`config.mk`:
```
export PLATFORM = sky130hd
export DESIGN_NAME = exercise_rep_counter
export DESIGN_NICKNAME = d
export VERILOG_FILES = /design/src/hw/rtl/erc_pkg.sv /design/src/hw/rtl/erc_in_stage.sv /design/src/hw/rtl/erc_update.sv /design/src/hw/rtl/exercise_rep_counter.sv
export SDC_FILE = /design/constraint.sdc
export NUM_CORES = 1
export LEC_CHECK = 0
export ABC_AREA = 1
export BUFFER_PORTS_ARGS = -buffer_cell sky130_fd_sc_hd__buf_2
export CORE_ASPECT_RATIO = 1.2
export CORE_MARGIN = 2
export CORE_UTILIZATION = 25
export DETAILED_ROUTE_END_ITERATION = 16
export GPL_ROUTABILITY_DRIVEN = 0
export PLACE_DENSITY = 0.52
export SLEW_MARGIN = 10
export SYNTH_ARGS = -nofsm -noshare
export SYNTH_HDL_FRONTEND = slang
export SYNTH_SLANG_ARGS = --single-unit
```
`constraint.sdc`:
```
create_clock -name i_clk -period 3.9 [get_ports i_clk]
set_clock_uncertainty 0.2 [all_clocks]
set_input_delay 0.585 -clock i_clk [delete_from_list [all_inputs] [get_ports i_clk]]
set_output_delay 0.585 -clock i_clk [all_outputs]
set_load 0.005 [all_outputs]
```
`src/hw/rtl/erc_pkg.sv`:
```
// Shared types, thresholds and helpers for the exercise repetition counter.
`timescale 1ns / 1ps

package erc_pkg;

    // Field widths and defaults
    localparam int SAMPLE_W        = 16;
    localparam int TARGET_W        = 8;
    localparam int REPS_W          = 8;
    localparam int COUNT_BITS_DEF  = 8;
    localparam logic [TARGET_W-1:0] TARGET_RESET = 8'd10;

    // Exercise slots in counter and indicator vectors
    localparam logic [1:0] EX_SITUP  = 2'd0;
    localparam logic [1:0] EX_PUSHUP = 2'd1;
    localparam logic [1:0] EX_SQUAT  = 2'd2;
    localparam logic [1:0] EX_JUMP   = 2'd3;

    // Thresholds in milli-g, all inclusive
    localparam logic signed [SAMPLE_W-1:0] TH_POS_600  = 16'sd600;
    localparam logic signed [SAMPLE_W-1:0] TH_POS_900  = 16'sd900;
    localparam logic signed [SAMPLE_W-1:0] TH_POS_1200 = 16'sd1200;
    localparam logic signed [SAMPLE_W-1:0] TH_POS_1800 = 16'sd1800;
    localparam logic signed [SAMPLE_W-1:0] TH_ZERO     = 16'sd0;
    localparam logic signed [SAMPLE_W-1:0] TH_NEG_600  = -16'sd600;
    localparam logic signed [SAMPLE_W-1:0] TH_NEG_900  = -16'sd900;
    localparam logic signed [SAMPLE_W-1:0] TH_NEG_1200 = -16'sd1200;

    // Sit-up recogniser phase
    typedef enum logic [1:0] {
        SU_IDLE  = 2'b01,
        SU_ARMED = 2'b10
    } t_su_phase;

    // Three-threshold recogniser phase
    typedef enum logic [2:0] {
        PH_IDLE   = 3'b001,
        PH_FIRST  = 3'b010,
        PH_SECOND = 3'b100
    } t_phase;

    typedef struct packed {
        t_su_phase situp;
        t_phase    pushup;
        t_phase    squat;
        t_phase    jump;
    } t_phases;

    typedef struct packed {
        t_phase ph;
        logic   rep;
    } t_step;

    // Advance a three-threshold recogniser by at most one transition
    function automatic t_step three_phase(t_phase ph, logic first, logic second,
                                          logic third);
        t_step s;
        s.ph  = ph;
        s.rep = 1'b0;
        case (ph)
            PH_FIRST: begin
                if (second) s.ph = PH_SECOND;
            end
            PH_SECOND: begin
                if (third) begin
                    s.ph  = PH_IDLE;
                    s.rep = 1'b1;
                end
            end
            default: begin
                s.ph = first ? PH_FIRST : PH_IDLE;
            end
        endcase
        return s;
    endfunction

endpackage

```
`src/hw/rtl/erc_in_stage.sv`:
```
// Input register stage holding one accepted sample pair.
`timescale 1ns / 1ps

module erc_in_stage
    import erc_pkg::*;
(
    input  logic                       i_clk,
    input  logic                       i_rst_n,
    input  logic                       i_in_valid,
    output logic                       o_in_ready,
    input  logic signed [SAMPLE_W-1:0] i_accel_x,
    input  logic signed [SAMPLE_W-1:0] i_accel_z,
    input  logic                       i_advance,
    output logic                       o_valid,
    output logic signed [SAMPLE_W-1:0] o_accel_x,
    output logic signed [SAMPLE_W-1:0] o_accel_z
);

    logic                       r_valid, n_valid;
    logic signed [SAMPLE_W-1:0] r_x, r_z;
    logic                       take;

    // Take a request when empty or when the held one moves on
    assign o_in_ready = !r_valid || i_advance;
    assign take       = i_in_valid && o_in_ready;

    always_comb begin
        n_valid = r_valid;
        if (take)           n_valid = 1'b1;
        else if (i_advance) n_valid = 1'b0;
    end

    always_ff @(posedge i_clk) begin
        if (!i_rst_n) begin
            r_valid <= 1'b0;
        end else begin
            r_valid <= n_valid;
        end
    end

    // Hold the payload
    always_ff @(posedge i_clk) begin
        if (take) begin
            r_x <= i_accel_x;
            r_z <= i_accel_z;
        end
    end

    assign o_valid   = r_valid;
    assign o_accel_x = r_x;
    assign o_accel_z = r_z;

endmodule

```
`src/hw/rtl/erc_update.sv`:
```
// One-sample update of the four repetition recognisers and their counters.
`timescale 1ns / 1ps

module erc_update
    import erc_pkg::*;
#(
    parameter int COUNT_BITS = COUNT_BITS_DEF
) (
    input  t_phases                        i_phases,
    input  logic [3:0][COUNT_BITS-1:0]     i_counts,
    input  logic [3:0]                     i_leds,
    input  logic [TARGET_W-1:0]            i_target,
    input  logic signed [SAMPLE_W-1:0]     i_accel_x,
    input  logic signed [SAMPLE_W-1:0]     i_accel_z,
    output t_phases                        o_phases,
    output logic [3:0][COUNT_BITS-1:0]     o_counts,
    output logic [3:0]                     o_leds
);

    localparam int CMP_W = (COUNT_BITS > TARGET_W) ? COUNT_BITS : TARGET_W;

    logic [CMP_W-1:0] target_ext;

    assign target_ext = CMP_W'(i_target);

    always_comb begin
        t_step st;
        logic  armed;
        logic  jump_nz;

        o_phases = i_phases;
        o_counts = i_counts;
        o_leds   = i_leds;
        jump_nz  = (i_counts[EX_JUMP] != '0);

        // Sit-up: arm on Z, count on X in the same sample
        armed = (i_phases.situp == SU_ARMED) || (i_accel_z >= TH_POS_900);
        if (armed && (i_accel_x >= TH_POS_900)) begin
            o_phases.situp     = SU_IDLE;
            o_counts[EX_SITUP] = o_counts[EX_SITUP] + COUNT_BITS'(1);
            o_leds[EX_SITUP]   = 1'b1;
        end else begin
            o_phases.situp = armed ? SU_ARMED : SU_IDLE;
        end
        if (CMP_W'(o_counts[EX_SITUP]) == target_ext) begin
            o_counts[EX_SITUP] = '0;
            o_leds[EX_SITUP]   = 1'b0;
        end

        // Push-up on Z
        st = three_phase(i_phases.pushup, i_accel_z <= TH_NEG_900,
                         i_accel_z >= TH_NEG_600, i_accel_z <= TH_NEG_1200);
        o_phases.pushup = st.ph;
        if (st.rep) begin
            o_counts[EX_PUSHUP] = o_counts[EX_PUSHUP] + COUNT_BITS'(1);
            o_leds[EX_PUSHUP]   = 1'b1;
        end
        if (CMP_W'(o_counts[EX_PUSHUP]) == target_ext) begin
            o_counts[EX_PUSHUP] = '0;
            o_leds[EX_PUSHUP]   = 1'b0;
        end

        // Squat on X, armed only while no jumps are counted
        st = three_phase(i_phases.squat, !jump_nz && (i_accel_x >= TH_POS_900),
                         i_accel_x <= TH_POS_600, i_accel_x >= TH_POS_1200);
        o_phases.squat = st.ph;
        if (st.rep) begin
            o_counts[EX_SQUAT] = o_counts[EX_SQUAT] + COUNT_BITS'(1);
            o_leds[EX_SQUAT]   = 1'b1;
        end
        if ((CMP_W'(o_counts[EX_SQUAT]) == target_ext) || jump_nz) begin
            o_counts[EX_SQUAT] = '0;
            o_leds[EX_SQUAT]   = 1'b0;
        end

        // Jump on X
        st = three_phase(i_phases.jump, i_accel_x >= TH_POS_1800,
                         i_accel_x <= TH_ZERO, i_accel_x >= TH_POS_900);
        o_phases.jump = st.ph;
        if (st.rep) begin
            o_counts[EX_JUMP] = o_counts[EX_JUMP] + COUNT_BITS'(1);
            o_leds[EX_JUMP]   = 1'b1;
        end
        if (CMP_W'(o_counts[EX_JUMP]) == target_ext) begin
            o_counts[EX_JUMP] = '0;
            o_leds[EX_JUMP]   = 1'b0;
        end
    end

endmodule

```
`src/hw/rtl/exercise_rep_counter.sv`:
```
// Top level of the exercise repetition counter.
//
// Usage:
//   Input channel (i_in_valid / o_in_ready) carries one request per X/Z
//   acceleration sample pair in milli-g. Output channel (o_out_valid /
//   i_out_ready) returns one result per request: four indicators and the
//   low 8 bits of the four repetition counts, as they stand after that
//   sample. Results come out in request order.
//   Configuration channel (i_cfg_valid / o_cfg_ready) writes the target
//   count; it is always ready and should only be written while idle.
// Path: a request that is taken sits in the input register and moves into the
//   result register when the result stage is free.
// Throughput: one request per cycle while i_out_ready stays high; the whole
//   recogniser update is one combinational pass between the input register
//   and the result register.
// Reset: recognisers idle, counts zero, indicators off, target 10, both
//   register stages empty.
// Stall: a result holds while i_out_ready is low; one further request is
//   held in the input register, after which o_in_ready drops.
`timescale 1ns / 1ps

module exercise_rep_counter
    import erc_pkg::*;
#(
    parameter int COUNT_BITS = COUNT_BITS_DEF
) (
    input  logic                       i_clk,
    input  logic                       i_rst_n,
    input  logic                       i_in_valid,
    output logic                       o_in_ready,
    input  logic signed [SAMPLE_W-1:0] i_accel_x,
    input  logic signed [SAMPLE_W-1:0] i_accel_z,
    input  logic                       i_cfg_valid,
    output logic                       o_cfg_ready,
    input  logic [TARGET_W-1:0]        i_cfg_data,
    output logic                       o_out_valid,
    input  logic                       i_out_ready,
    output logic                       o_situp_led,
    output logic                       o_pushup_led,
    output logic                       o_squat_led,
    output logic                       o_jump_led,
    output logic [REPS_W-1:0]          o_situp_reps,
    output logic [REPS_W-1:0]          o_pushup_reps,
    output logic [REPS_W-1:0]          o_squat_reps,
    output logic [REPS_W-1:0]          o_jump_reps
);

    logic                       s_valid;
    logic signed [SAMPLE_W-1:0] s_x, s_z;
    logic                       advance;

    t_phases                    r_phases, n_phases;
    logic [3:0][COUNT_BITS-1:0] r_counts, n_counts;
    logic [3:0]                 r_leds, n_leds;
    logic [TARGET_W-1:0]        r_target;

    logic                       r_out_valid, n_out_valid;
    logic [3:0]                 r_out_leds;
    logic [3:0][REPS_W-1:0]     r_out_reps;

    // Move the held sample into the result stage when that stage frees up
    assign advance = s_valid && (!r_out_valid || i_out_ready);

    erc_in_stage u_in (
        .i_clk      (i_clk),
        .i_rst_n    (i_rst_n),
        .i_in_valid (i_in_valid),
        .o_in_ready (o_in_ready),
        .i_accel_x  (i_accel_x),
        .i_accel_z  (i_accel_z),
        .i_advance  (advance),
        .o_valid    (s_valid),
        .o_accel_x  (s_x),
        .o_accel_z  (s_z)
    );

    erc_update #(
        .COUNT_BITS (COUNT_BITS)
    ) u_update (
        .i_phases  (r_phases),
        .i_counts  (r_counts),
        .i_leds    (r_leds),
        .i_target  (r_target),
        .i_accel_x (s_x),
        .i_accel_z (s_z),
        .o_phases  (n_phases),
        .o_counts  (n_counts),
        .o_leds    (n_leds)
    );

    // Target count register
    assign o_cfg_ready = 1'b1;

    always_ff @(posedge i_clk) begin
        if (!i_rst_n) begin
            r_target <= TARGET_RESET;
        end else if (i_cfg_valid && o_cfg_ready) begin
            r_target <= i_cfg_data;
        end
    end

    // Recogniser state, advanced once per request
    always_ff @(posedge i_clk) begin
        if (!i_rst_n) begin
            r_phases <= '{situp: SU_IDLE, pushup: PH_IDLE, squat: PH_IDLE,
                          jump: PH_IDLE};
            r_counts <= '0;
            r_leds   <= '0;
        end else if (advance) begin
            r_phases <= n_phases;
            r_counts <= n_counts;
            r_leds   <= n_leds;
        end
    end

    // Result register
    always_comb begin
        n_out_valid = r_out_valid;
        if (advance)          n_out_valid = 1'b1;
        else if (i_out_ready) n_out_valid = 1'b0;
    end

    always_ff @(posedge i_clk) begin
        if (!i_rst_n) begin
            r_out_valid <= 1'b0;
        end else begin
            r_out_valid <= n_out_valid;
        end
    end

    always_ff @(posedge i_clk) begin
        if (advance) begin
            r_out_leds <= n_leds;
            for (int k = 0; k < 4; k++) begin
                r_out_reps[k] <= REPS_W'(n_counts[k]);
            end
        end
    end

    assign o_out_valid   = r_out_valid;
    assign o_situp_led   = r_out_leds[EX_SITUP];
    assign o_pushup_led  = r_out_leds[EX_PUSHUP];
    assign o_squat_led   = r_out_leds[EX_SQUAT];
    assign o_jump_led    = r_out_leds[EX_JUMP];
    assign o_situp_reps  = r_out_reps[EX_SITUP];
    assign o_pushup_reps = r_out_reps[EX_PUSHUP];
    assign o_squat_reps  = r_out_reps[EX_SQUAT];
    assign o_jump_reps   = r_out_reps[EX_JUMP];

endmodule

```
==> impl_metrics.yaml, run 1 <==
run_status:
  status: "finished, final reports clean"
placement:
  dp_cells: 1234
  port_buffers: 82
  placed_area_um2: 7310
  hpwl_mm: 11.6
routing:
  antenna_left: 0
  drt_iter0_drc: 298
  dr_total_vias: 5494
  drcViolationCount: 0
  drt-vias-per-instance: 4.34
  dr.pass1.iters: 5
  wirelength_mm: 16.2
  avgRoutedWirePerCell_um: 12.8
clock_network:
  clock-sinks: 125
  tritoncts: "yes"
  cts.clk_slew.worst_paths_ns: 0.06
  ctsHoldBuffers: 0
  cts_buffers: 17
  h-tree-depth: 4
  clockBufferDepth: 2
  cts_root_buffer: "clkbuf_16"
  cts_setup_buffers: 0
  clk_latency_ns: 0.42
  ctsResizeCount: 0
final_layout:
  postLayoutCellArea_um2: 7880
  ff_latch_area_um2: 3180
  area_delta_synth_final_pct: 20.6
  nets: 973
  multi_input_area_um2: 2720
  drive_above_1_share: 0.177
  instances_no_fill: 1267
  final_core_util: 0.308
  fill_cells: 2777
power_and_ir_drop:
  peakVddDrop_uv: 309
  leakage_uw: 0.00377
  pwr_density_cell_nw_per_um2: 441
floorplanning:
  fp.dieW_um: 152
  initial_utilization: 0.255
  die_h_um: 181
  core_um2: 25600
  row_count: 64
  pin_count: 84
  dieArea_um2: 27500
synthesis:
  synth_edf_count: 68
  syn-num-nets: 887
  synthTopCellsByCount: "nand2_1, inv_1, edfxtp_1"
  netlist_area_um2: 6540
  async_reset_ff_frac: 0
  yosysTopAreaCellShare: 0.312
  ys.flop_type: "edfxtp_1"
  synth.area.top_cells: "edfxtp_1, dfxtp_1, nand2_1, inv_1, nand3_1"
  synth-seq-cells: 125
  yosysWarnings: 0
  synth_top_area_cell: "edfxtp_1"
  synthCells: 837
  postSynthAreaPerCell_um2: 7.81
  yosysUniqueCellTypes: 42
  yosysSeqAreaShare: 0.487
  synth_most_common_cell: "nand2_1"
worst_setup_path:
  max_stage_delay_ns: 0.61
  cp.required_ns: 3.88
  start_kind: "flop"
  worstPathMaxFanout: 12
  crit_path_end_kind: "flop"
  path_cells: "nand2_1 > nor2_1 > nand2_1 > a21oi_2 > nand2_2 > nand2_1 > nand2_1 > xor2_1 > nand2_1 > nor2_1 > nand2_4 > nand2_2 > inv_1"
  worstSetupPathType: "flop to flop"
  critPathArrivalTime_ns: 3.04
  path_common_cell: "nand2_1"
  path_buf_inv: 1
  critPathSlowestCell: "a21oi_2"
  crit_family: "simple AND/OR/NAND/NOR gates"
sta:
  max_slew_margin: 0.264
  rsz0062_at_grt: "false"
  hold_viol: 0
  post-route-period-util: 0.784
  timing.final.max_slew_violations: 0
  post-route-min-period_ns: 3.06
  worst_pin_slew_ns: 1.10
  max_freq_mhz: 327
  setup_tns_ns: 0
  setup_viol: 0
global_routing:
  grt_util_met2: 0.202
  use_met1: 0.159
  grt_usage: 0.124
  grt_max_degree: 49
  grt_pass1_wl_mm: 26.7
  grt_overflow: 0
  grt_pass1_vias: 5376
  antenna_found_initial: 2
  grt_use_met3: 0.0336
  grt_most_used_layer: "met2"
min_path:
  hold_path_class: "input pin to flop"
run:
  max_cap_viol_count: 0
[worst reg2reg max path, cell delays in order, from the launching register on]
cell	delay (ns)
edfxtp_1	0.43
nand2_1	0.11
nor2_1	0.11
nand2_1	0.11
a21oi_2	0.61
nand2_2	0.36
nand2_1	0.14
nand2_1	0.08
xor2_1	0.15
nand2_1	0.07
nor2_1	0.16
nand2_4	0.15
nand2_2	0.11
inv_1	0.04
[power by group]
group,leakage (uW),switching (uW),internal [uW]
registers,0.00112,67.5,1480
clock network,0.000262,598,934
logic,0.00238,248,143
[sequential cells by signal, summed over array words and instances, names as in the netlist]
name / cells
o_squat_reps: 8
r_out_leds: 4
r_counts: 32
u_in.o_accel_z: 16
r_target: 8
o_situp_reps: 8
o_out_valid: 1
o_pushup_reps: 8
r_phases: 11
u_in.o_accel_x: 16
o_jump_reps: 8
u_in.o_valid: 1
r_leds: 4
[worst paths after layout]
path,cells after the start,slack [ns],start,end
setup / recovery,13,0.84,u_in.o_accel_x[9],o_jump_reps[1]
hold / removal,1,0.14,i_accel_z[9],u_in.o_accel_z[9]
setup reg to reg,13,0.84,u_in.o_accel_x[9],o_jump_reps[1]
hold reg to reg,1,0.27,r_phases[10],r_phases[10]
[metrics by stage]
step,total power (uW),hold WS [ns],setup slack (ns)
2_1_floorplan,1830,0.241,0.955
4_1_cts,3540,0.109,0.824
3_3_place_gp,1970,0.250,0.870
6_report,3470,0.136,0.841
5_1_grt,3660,0.110,0.514
3_5_place_dp,1970,0.254,0.833
[layer usage]
metal  vias to the layer above  wire length, um
met4                         0              252
met5                         -                0
met2                       123             7560
met1                      2461             7480
li1                       2889                -
met3                        21              914
[kinds of logic after synthesis]
family / after synthesis / share of synthesized area
buf+inv: 162 / 0.0963
simple gates: 397 / 0.270
xor+xnor: 24 / 0.0322
compound gates: 123 / 0.104
other cells: 1 / 0.000574
flops: 125 / 0.487
fa+ha+maj: 5 / 0.00957
[layout by cell type, fill, tap and decap left out, types with 4 or more instances in the layout]
cell type	n
clkbuf_16	17
xor2_1	21
edfxtp_1	68
o21ai_0	55
nand3b_1	4
buf_2	82
ha_1	5
nor2_1	39
nor3_1	12
a21oi_1	47
nand2_2	21
nand4_1	18
or2_2	7
nand2_1	223
inv_1	138
buf_4	6
dfxtp_1	57
a21oi_2	10
nand3_1	65
clkinvlp_4	6
[final cells by class]
cell class	instances	area share
clock buffers	17	0.0540
diodes	1	0.000317
clock inverters	15	0.0189
flip-flops and latches	125	0.404
multi-input cells	550	0.346
well taps	330	0.0524
inverters	141	0.0673
repair buffers	88	0.0578
No activity file was read; power rests on OpenSTA's default activity.
==> inputs of run 2 (changes only) <==
==> constraint.sdc (replaced) <==
create_clock -name i_clk -period 3.2 [get_ports i_clk]
set_clock_uncertainty 0.2 [all_clocks]
set_input_delay 0.48 -clock i_clk [delete_from_list [all_inputs] [get_ports i_clk]]
set_output_delay 0.48 -clock i_clk [all_outputs]
set_load 0.005 [all_outputs]
==> run 2 against run 1 <==
  * Register-to-register slack worse by 0.42 ns
  * Fmax grew 10%
  * Utilization up 0.57 points
  * Sequential power is 22% higher
==> impl_metrics.yaml, run 2 (synthesized netlist as in run 1, its figures left out) <==
clock_network:
  clockBufferDepth: 2
  cts_setup_buffers: 0
  cts.clk_slew.worst_paths_ns: 0.06
  clk_latency_ns: 0.43
  cts_root_buffer: "clkbuf_16"
  clock-sinks: 125
  tritoncts: "yes"
  cts_buffers: 17
  h-tree-depth: 4
final_layout:
  drive_above_1_share: 0.181
  nets: 978
  layout_common_cells: "nand2_1, inv_1, buf_2, edfxtp_1, nand3_1"
  mostFrequentLayoutCell: "nand2_1"
  area_delta_synth_final_pct: 22.8
  largest_reg_flops: 32
  fill_cells: 2736
  regMostFlops: "r_counts"
  postLayoutCellArea_um2: 8030
power_and_ir_drop:
  intPower_uw: 3390
  switchingPower_uw: 1130
  pwr-share-seq: 0.418
  peakVddDrop_uv: 398
  clkPwrFrac: 0.475
  leakage_uw: 0.00385
  comb_power_share: 0.107
  swShare: 0.249
  pwr_density_cell_nw_per_um2: 563
floorplanning:
  initial_utilization: 0.255
  die_h_um: 181
  dieArea_um2: 27500
  core_um2: 25600
  pin_count: 84
  row_count: 64
  fp.dieW_um: 152
min_path:
  hold_path_class: "input pin to flop"
placement:
  hpwl_mm: 11.5
  placed_area_um2: 7330
  port_buffers: 82
run:
  max_cap_viol_count: 0
global_routing:
  grt_pass1_wl_mm: 26.0
  grt_overflow: 0
  antenna_found_initial: 1
  grt_usage: 0.122
  grt_pass1_vias: 5284
  grt_max_degree: 75
sta:
  setup_tns_ns: 0
  max_freq_mhz: 360
  setup_viol: 0
  rsz0062_at_grt: "false"
  post-route-min-period_ns: 2.78
  post-route-period-util: 0.869
  worst_pin_slew_ns: 0.617
  hold_viol: 0
  max_slew_margin: 0.588
  timing.final.max_slew_violations: 0
routing:
  drcViolationCount: 0
  antenna_left: 0
  dr.pass1.iters: 5
  drt_iter0_drc: 253
  dr_total_vias: 5541
  wirelength_mm: 16.2
  avgRoutedWirePerCell_um: 12.7
  drt-vias-per-instance: 4.36
worst_setup_path:
  path_cells: "nor2_1 > nand2_1 > nor2_1 > nand2_1 > nand2_1 > nand3_2 > nand2_1 > nand3_1 > nand2_1 > nand2_1 > nor2_1 > nand2_2 > nand3_1 > inv_1"
  start_kind: "flop"
  crit_path_end_kind: "flop"
  worstPathMaxFanout: 11
  critPathArrivalTime_ns: 2.76
  worstSetupPathType: "flop to flop"
  critPathSlowestCell: "edfxtp_1"
  path_common_cell: "nand2_1"
  cp.required_ns: 3.18
  max_stage_delay_ns: 0.46
run_status:
  status: "finished, final reports clean"
[run 2: cell types whose count changed in the layout (fill, tap and decap cells not counted), sizes merged]
cell	previous run	this run
clkinv	8	7
clkbuf	17	19
buf	88	90
bufinv	2	5
dlygate4sd3	0	3
clkinvlp	6	2
[run 2: through the flow]
| step | hold WS [ns] | utilization | setup WS [ns] | power (uW) | cells |
|---|---|---|---|---|---|
| global placement | 0.249 | 0.286 | 0.313 | 2400 | 1236 |
| CTS | 0.00972 | 0.312 | 0.279 | 4570 | 1268 |
| floorplan | 0.241 | - | 0.360 | 2240 | 837 |
| finish | 0.0298 | 0.313 | 0.418 | 4520 | 1272 |
| global route | 0.00110 | 0.313 | 0.159 | 4730 | 1271 |
| detailed placement | 0.254 | 0.286 | 0.296 | 2410 | 1236 |
[run 2: final timing paths]
check / end / start / cells after the start / slack [ns]
worst max register to register: o_squat_reps[1] / u_in.o_accel_x[9] / 14 / 0.42
worst min-delay path: u_in.o_accel_z[0] / i_accel_z[0] / 1 / 0.03
worst min register to register: r_phases[10] / r_phases[10] / 1 / 0.27
worst max-delay path: o_squat_reps[1] / u_in.o_accel_x[9] / 14 / 0.42
[run 2: worst max-delay path: cells and delay by family (launching register included)]
family | cells | cell delay [ns]
DFF | 1 | 0.46
buffers and inverters | 1 | 0.05
and+or+nand+nor | 13 | 1.81
[run 2: power groups by stage]
stage	Sequential [uW]	Combinational, uW	Clock, uW
after detailed placement	1920	486	0
final	1890	485	2150
after global placement	1920	480	0
after global routing	1900	558	2270
after floorplan	1900	335	0
after CTS	1890	488	2190
[run 2: cell type report]
cell class                      instances  area [um2]  share of cell area
Multi-Input combinational cell        550        2730               0.340
Timing Repair Buffer                   93         513              0.0639
Clock buffer                           19         443              0.0552
Sequential cell                       125        3180               0.397
Antenna cell                            1        2.50            0.000312
Tap cell                              330         413              0.0514
Clock inverter                         13         214              0.0267
Inverter                              141         531              0.0661
[run 2: routing by layer]
layer,share of wire,GRT usage
met1,0.45,0.150
met2,0.48,0.203
met3,0.057,0.0396
met4,0.015,0.0389
met5,0,0
[run 2: what timing repair did]
action	CTS	global route
hold buffers	0	3
hold endpoints to repair	0	3
endpoints found under the setup margin	0	4
resized for setup	0	1
==> inputs of run 3 (changes only) <==
--- a/config.mk
+++ b/config.mk
@@ -5,7 +5,6 @@
 export SDC_FILE = /design/constraint.sdc
 export NUM_CORES = 1
 export LEC_CHECK = 0
-export ABC_AREA = 1
 export BUFFER_PORTS_ARGS = -buffer_cell sky130_fd_sc_hd__buf_2
 export CORE_ASPECT_RATIO = 1.2
 export CORE_MARGIN = 2
==> run 3 against run 2 <==
  * Fmax down 12%
  * Largest cell class is now multi-input gates
  * Sequential power down 5%
  * Final cell count decreased by 7.8%
  * Highest routed layer is now met5
  * Die area is 2.7% higher
  * Critical path type unchanged
  * Setup slack worse by 0.39 ns
==> impl_metrics.yaml, run 3 <==
placement:
  preCtsSetupSlack_ns: 0.0552
  hpwl_mm: 12.6
  dp_cells: 1132
  placed_area_um2: 7860
  port_buffers: 82
global_routing:
  grt_overflow: 0
  grt_max_degree: 33
  grt_usage: 0.124
  grt_pass1_vias: 5412
  antenna_found_initial: 2
  grt_pass1_wl_mm: 28.0
routing:
  drcViolationCount: 0
  dr.pass1.iters: 4
  dr_total_vias: 5589
  avgRoutedWirePerCell_um: 15.0
  wirelength_mm: 17.6
  drt_iter0_drc: 211
  drt-vias-per-instance: 4.76
  antenna_left: 0
sta:
  max_slew_margin: 0.562
  worst_pin_slew_ns: 0.653
  setup_tns_ns: 0
  rsz0062_at_grt: "true"
  max_freq_mhz: 315
  timing.final.max_slew_violations: 0
  post-route-period-util: 0.991
  setup_viol: 0
  hold_viol: 0
  post-route-min-period_ns: 3.17
  fin_ws_ns: 0.0273
final_layout:
  largest_reg_flops: 32
  antennaDiodeCount: 0
  layout_common_cells: "buf_2, nor2_1, buf_4, edfxtp_1, dfxtp_1"
  ff_latch_area_um2: 3180
  instances_no_fill: 1173
  nets: 875
  mostFrequentLayoutCell: "buf_2"
  area_delta_synth_final_pct: 28.7
  drive_above_1_share: 0.264
  postLayoutCellArea_um2: 8650
  multi_input_area_um2: 3400
  regMostFlops: "r_counts"
  final_core_util: 0.328
  fill_cells: 2735
floorplanning:
  fp.dieW_um: 154
  dieArea_um2: 28200
  core_um2: 26400
  row_count: 65
  initial_utilization: 0.255
  pin_count: 84
  die_h_um: 184
worst_setup_path:
  max_stage_delay_ns: 0.45
  r2r-start: "u_in.o_accel_x[11]"
  reg2reg_depth: 10
  critPathArrivalTime_ns: 3.28
  path_cells: "o311a_4 > buf_4 > or2_1 > nor4_2 > o221ai_2 > o41ai_2 > buf_4 > buf_4 > nand2_1 > and3_1"
  start_kind: "flop"
  crit_path_end_kind: "flop"
  r2r_setup_slack_ns: 0.03
  r2r_end: "r_counts[21]"
  cp.required_ns: 3.30
  path_common_cell: "buf_4"
  worstPathMaxFanout: 6
  worstSetupPathType: "flop to flop"
  critPathSlowestCell: "o311a_4"
synthesis:
  netlist_area_um2: 6720
  synth.area.top_cells: "edfxtp_1, dfxtp_1, xnor2_1, nor2_1, xor2_1"
  yosysSeqAreaShare: 0.474
  postSynthAreaPerCell_um2: 9.68
  yosysTopAreaCellShare: 0.304
  synth_edf_count: 68
  synthTopCellsByCount: "nor2_1, edfxtp_1, dfxtp_1"
  synthCells: 694
  synth-seq-cells: 125
  yosysWarnings: 0
  async_reset_ff_frac: 0
  syn-num-nets: 744
  yosysUniqueCellTypes: 79
  synth_most_common_cell: "nor2_1"
  synth_top_area_cell: "edfxtp_1"
  ys.flop_type: "edfxtp_1"
clock_network:
  cts_buffers: 17
  ctsHoldBuffers: 0
  tritoncts: "yes"
  clockBufferDepth: 2
  clock-sinks: 125
  h-tree-depth: 4
  clk_latency_ns: 0.42
  cts_root_buffer: "clkbuf_16"
  cts.clk_slew.worst_paths_ns: 0.06
min_path:
  min_from: "i_accel_x[7]"
  hold_path_class: "input pin to flop"
  min_path_cells: 1
  hold_end: "u_in.o_accel_x[7]"
power_and_ir_drop:
  peakVddDrop_uv: 361
  pwr_density_cell_nw_per_um2: 475
  leakage_uw: 0.00327
run:
  max_cap_viol_count: 0
run_status:
  status: "finished, final reports clean"
-- run 3: cell count changes after synthesis, moves of 19 or more --
cell     before  now
xnor2_1       3   38
nor2_1       39   82
nand2_1     223   56
nand3_1      65   23
o21ai_0      55   13
inv_1       139   14
nand2_2      21    2
-- run 3: worst max-delay path: cells and delay by family (launching register included) --
kind / cells / cell delay, ns
AOI/OAI and AO/OA: 3 / 1.03
buffers and inverters: 3 / 0.50
and+or+nand+nor: 4 / 0.91
DFF: 1 / 0.44
-- run 3: through the flow --
step	power, uW	hold WS, ns
finish	4110	0.0340
global placement	2150	0.241
CTS	4140	0.0140
global route	4260	0.0138
floorplan	2000	0.227
detailed placement	2150	0.243
-- run 3: layer usage --
layer,track usage,part of all wire,up-vias
met5,0,0.0014,-
met3,0.0276,0.043,21
li1,-,-,2790
met1,0.161,0.46,2643
met4,0.0440,0.014,4
met2,0.204,0.48,131
-- run 3: what timing repair did --
action | in CTS | in global routing
setup buffers | 0 | 8
endpoints found under the setup margin | 0 | 64
gates resized for setup | 0 | 25
-- run 3: cell families after synthesis --
kind of cell    share of synthesized area
mux                                0.0179
buf+inv                            0.0365
simple gates                        0.229
compound gates                      0.140
other cells                      0.000558
xor+xnor                           0.0929
fa+ha+maj                         0.00931
flops                               0.474
-- run 3: area by class of cell --
type                       count  area share
inverter                      14     0.00608
tap                          335      0.0485
timing repair buffer         156       0.114
clock inverter                 7      0.0127
sequential                   125       0.368
multi-input combinational    511       0.393
clock buffer                  25      0.0573
-- run 3: worst max path at each step --
stage	start	endpoint	slack [ns]	cells after the start
after CTS	r_phases[4]	r_counts[21]	0.01	9
after floorplan	u_in.o_accel_z[5]	o_pushup_reps[0]	0.14	9
final	u_in.o_accel_x[11]	r_counts[21]	0.03	10
after detailed placement	u_in.o_accel_z[3]	o_situp_reps[1]	0.06	9
after global routing	u_in.o_accel_x[7]	r_counts[21]	-0.06	11
after global placement	u_in.o_accel_z[3]	r_out_leds[0]	0.09	9
-- run 3: where the power goes --
group / internal (uW) / total [uW] / switching [uW] / leakage (uW)
clock network: 1300 / 1980 / 681 / 0.000301
logic: 139 / 325 / 186 / 0.00185
registers: 1760 / 1800 / 40.9 / 0.00112
